$ cat src/hdl/mrd_ram.sv
// Generic simple dual-port RAM with one write port and a registered read port.
// Standalone; used for the delivered-id map and the held payload store.
`timescale 1ns / 1ps

module mrd_ram #(
  parameter int WIDTH = 8,
  parameter int DEPTH = 16
) (
  input  logic                     clk_i,
  input  logic                     we_i,
  input  logic [$clog2(DEPTH)-1:0] waddr_i,
  input  logic [WIDTH-1:0]         wdata_i,
  input  logic                     re_i,
  input  logic [$clog2(DEPTH)-1:0] raddr_i,
  output logic [WIDTH-1:0]         rdata_o
);

  logic [WIDTH-1:0] mem_q [DEPTH];
  logic [WIDTH-1:0] rdata_q;

  always_ff @(posedge clk_i) begin
    if (we_i) begin
      mem_q[waddr_i] <= wdata_i;
    end
    if (re_i) begin
      rdata_q <= mem_q[raddr_i];
    end
  end

  assign rdata_o = rdata_q;

endmodule

$ cat config.mk
export PLATFORM = sky130hd
export DESIGN_NAME = mrd_ram
export DESIGN_NICKNAME = d
export VERILOG_FILES = /design/src/hdl/mrd_ram.sv
export SDC_FILE = /design/constraint.sdc
export NUM_CORES = 1
export LEC_CHECK = 0
export BUFFER_PORTS_ARGS = -buffer_cell sky130_fd_sc_hd__buf_2
export CAP_MARGIN = 20
export CORE_ASPECT_RATIO = 1.4
export CORE_MARGIN = 2
export CORE_UTILIZATION = 60
export DETAILED_ROUTE_END_ITERATION = 12
export PLACE_DENSITY = 0.81
export SLEW_MARGIN = 10
export SYNTH_ARGS = -nofsm -noshare
export SYNTH_HDL_FRONTEND = slang
export SYNTH_SLANG_ARGS = --single-unit
$ cat constraint.sdc
create_clock -name clk_i -period 2.5 [get_ports clk_i]
set_clock_uncertainty 0.15 [all_clocks]
set_input_delay 0.375 -clock clk_i [delete_from_list [all_inputs] [get_ports clk_i]]
set_output_delay 0.375 -clock clk_i [all_outputs]
set_load 0.02 [all_outputs]
==> impl_metrics.csv <==
group,metric,value,unit
min_path,worstHoldStart,"re_i",
sta,setup_tns,0,ps
global_route,grt_use_met2,38.5,%
synthesis,synth_top_family_by_area,"multiplexers",
sta,max_freq,585,MHz
detailed_routing,wl_per_cell,24.6,microns
placement,placed_cells,369,
critical_path,cp_slowest_cell,"mux4_1",
die,die_h,114,microns
power,vdd_drop_max,0.637,mV
clock_tree,cts.clk_slew.worst_paths,50,ps
clock_tree,clock_latency,410,ps
critical_path,required,2500,ps
global_route,grt_start_max_net_pins,33,
critical_path,r2r_slack,810,ps
synthesis,ys_ff_latch,136,
sta,setup_viol,0,
global_route,grt_usage,23.0,%
synthesis,synth_nets,248,
clock_tree,cts-buffers-inserted,17,
critical_path,start_kind,"input pin",
run_status,status,"completed",
detailed_routing,drt_first_iter_violations,219,
placement,gp_congestion,0.782,
clock_tree,ctsHoldBuffers,0,
cells_and_area,area_delta_synth_final,16.6,%
global_route,grt_pass1_vias,2611,
job,drv_cap,0,
synthesis,synthAdderAreaFrac,0,%
detailed_routing,vias,2472,
clock_tree,clk_path_buf_depth,2,
die,dieWidth,82.9,microns
synthesis,mappedNetlistArea,5230,sq um
die,rows,40,
sta,tightest_slew,827,ps
critical_path,crit_chain,"buf_2 -> buf_12 -> mux4_1 -> a22oi_1 -> nand2_1",
power,p_per_area,830,nW/um^2
min_path,whs_path_depth,1,
critical_path,worstSetupPathType,"in -> reg",
placement,io_buffers,26,
synthesis,ys_warn_count,0,
global_route,top_usage_layer,"met2",
clock_tree,cts_tree,"done",
sta,grt_setup_unrepaired,"no",
global_route,grt_util_met3,6.71,%
synthesis,yosysSeqAreaShare,78.1,%
placement,dp_hpwl,6210,microns
cells_and_area,fin_area,6090,sq um
critical_path,crit_family,"multiplexers",
critical_path,critical_path.max_fanout,32,
critical_path,reg2reg_depth,3,
critical_path,rr_startpoint,"mem_q[0][5]",
critical_path,critPathArrivalTime,1720,ps
min_path,hp-class,"in -> reg",
detailed_routing,route.detailed.vias_per_inst,6.21,
cells_and_area,drive_above_1_share,28.7,%
critical_path,max_stage_delay,600,ps
die,die-area,9490,sq um
synthesis,synthTopCellsByArea,"edfxtp_1 78%, mux4_2 7.8%, mux4_1 7.0%, a22oi_1 2.3%, nor2_1 0.93%",
synthesis,yosys.area_share.simple,3.14,%
sta,finalHoldViolations,0,
die,fp.coreArea,8510,sq um
clock_tree,cts_resized,0,
min_path,hold_end,"rdata_o[7]",
synthesis,synth.top_cell.area_share,78.1,%
sta,slew_headroom,44.8,%
synthesis,syn_area_per_cell,22.8,sq um
global_route,grt_pass1_wl,15100,microns
die,initial_core_util,61.4,%
synthesis,synth_compound_area_share,2.30,%
sta,fin_crit,1710,ps
clock_tree,cts_max_level,4,
sta,finalCritPeriodShare,68.4,%
global_route,grt_overflow_total,0,
cells_and_area,num-nets-final,302,
critical_path,cp-end-kind,"flop",
cells_and_area,final.fill_count,493,
detailed_routing,wl,9810,microns
global_route,grtUsageMet1,26.7,%
detailed_routing,drc,0,
synthesis,yosys.area_share.xor_xnor,0,%
synthesis,synth_cell_type_count,18,
detailed_routing,ant_nets,0,
critical_path,timing.rr.end,"rdata_o[5]",
cells_and_area,fin_cells,398,
die,pin_count,27,
synthesis,synthCells,229,
synthesis,synth.largest_area_cell,"edfxtp_1",
clock_tree,cts_sinks,136,
placement,dpl_cell_area,5570,sq um
sta,finalMaxSlewViolations,0,
global_route,antenna_found_initial,0,
synthesis,synthMuxAreaShare,14.8,%
power,p_leak,2.07,nW
critical_path,path_buf_inv,2,
clock_tree,post-cts-setup-buffers,0,
cells_and_area,diodes,0,
clock_tree,root_buffer,"clkbuf_16",
detailed_routing,first_pass_iters,4,
==> worst register-to-register path: stages (launching register included) <==
cell and delay, ps:
edfxtp_1 400, mux4_1 520, a22oi_1 280, nand2_1 90
==> power breakdown <==
part / switching [mW] / total [mW] / internal (mW)
combinational: 0.145 / 0.244 / 0.0997
clock: 0.795 / 2.23 / 1.43
sequential: 0.0133 / 2.59 / 2.57
==> how the worst max path moves through the flow <==
stage               startpoint  slack, ps  cells after the start           to
global placement    raddr_i[0]        430                      5   rdata_o[3]
CTS                 raddr_i[0]        800                      5   rdata_o[3]
detailed placement  raddr_i[0]        360                      5   rdata_o[3]
global route        raddr_i[0]        730                      5   rdata_o[2]
finish              raddr_i[0]        790                      5   rdata_o[5]
floorplan           waddr_i[2]        480                      2  mem_q[0][0]
==> cells in the mapped netlist (all sizes together) <==
cell and instances:
a22oi 16, and2 1, and2b 1, buf 7, clkdlybuf4s25 3, edfxtp 136
mux4 32, nand2 9, nand2b 2, nand3 1, nand3b 2, nor2 13
nor2b 1, nor3 4, or3b 1
==> through the flow <==
step | utilization [%] | setup WS, ps | total power, mW | hold slack [ps]
final | 71.6 | 789 | 5.06 | 182
after detailed placement | 65.5 | 361 | 2.87 | 595
after global routing | 71.6 | 734 | 5.20 | 182
after floorplan | - | 482 | 2.77 | 324
after CTS | 71.6 | 798 | 5.09 | 173
after global placement | 65.5 | 425 | 2.86 | 575
==> kinds of logic (layout without fill, tap and decap cells) <==
kind of cell,count (synthesis),after routing
DFF,136,136
and+or+nand+nor,35,35
AOI/OAI and AO/OA,16,16
buffers and inverters,10,74
muxes,32,32
==> cell type report <==
cell class	count	area (sq um)	area share (%)
clock buffer	22	444	7.29
clock inverter	7	80.1	1.31
multi-input combinational	83	1060	17.3
sequential	136	4080	67.0
tap	105	131	2.16
timing repair buffer	45	298	4.89
==> layout by cell type, fill, tap and decap left out <==
| master | count |
|---|---|
| a22oi_1 | 16 |
| and2_1 | 1 |
| and2b_1 | 1 |
| buf_12 | 2 |
| buf_2 | 26 |
| buf_4 | 17 |
| bufinv_16 | 2 |
| clkbuf_1 | 5 |
| clkbuf_16 | 17 |
| clkinv_1 | 4 |
| clkinv_2 | 1 |
| edfxtp_1 | 136 |
| mux4_1 | 14 |
| mux4_2 | 18 |
| nand2_1 | 9 |
| nand2b_1 | 2 |
| nand3_1 | 1 |
| nand3b_1 | 2 |
| nor2_1 | 13 |
| nor2b_1 | 1 |
| nor3_1 | 4 |
| or3b_2 | 1 |
==> registers in the layout, indices dropped and copies added (netlist names) <==
signal / cells
mem_q: 128
rdata_o: 8
==> per-layer routing <==
layer | vias to the layer above | routed length [microns]
met2 | 103 | 5310
li1 | 1090 | -
met3 | 26 | 523
met5 | - | 0
met4 | 0 | 284
met1 | 1253 | 3700
Power figures use the tool's default switching activity.
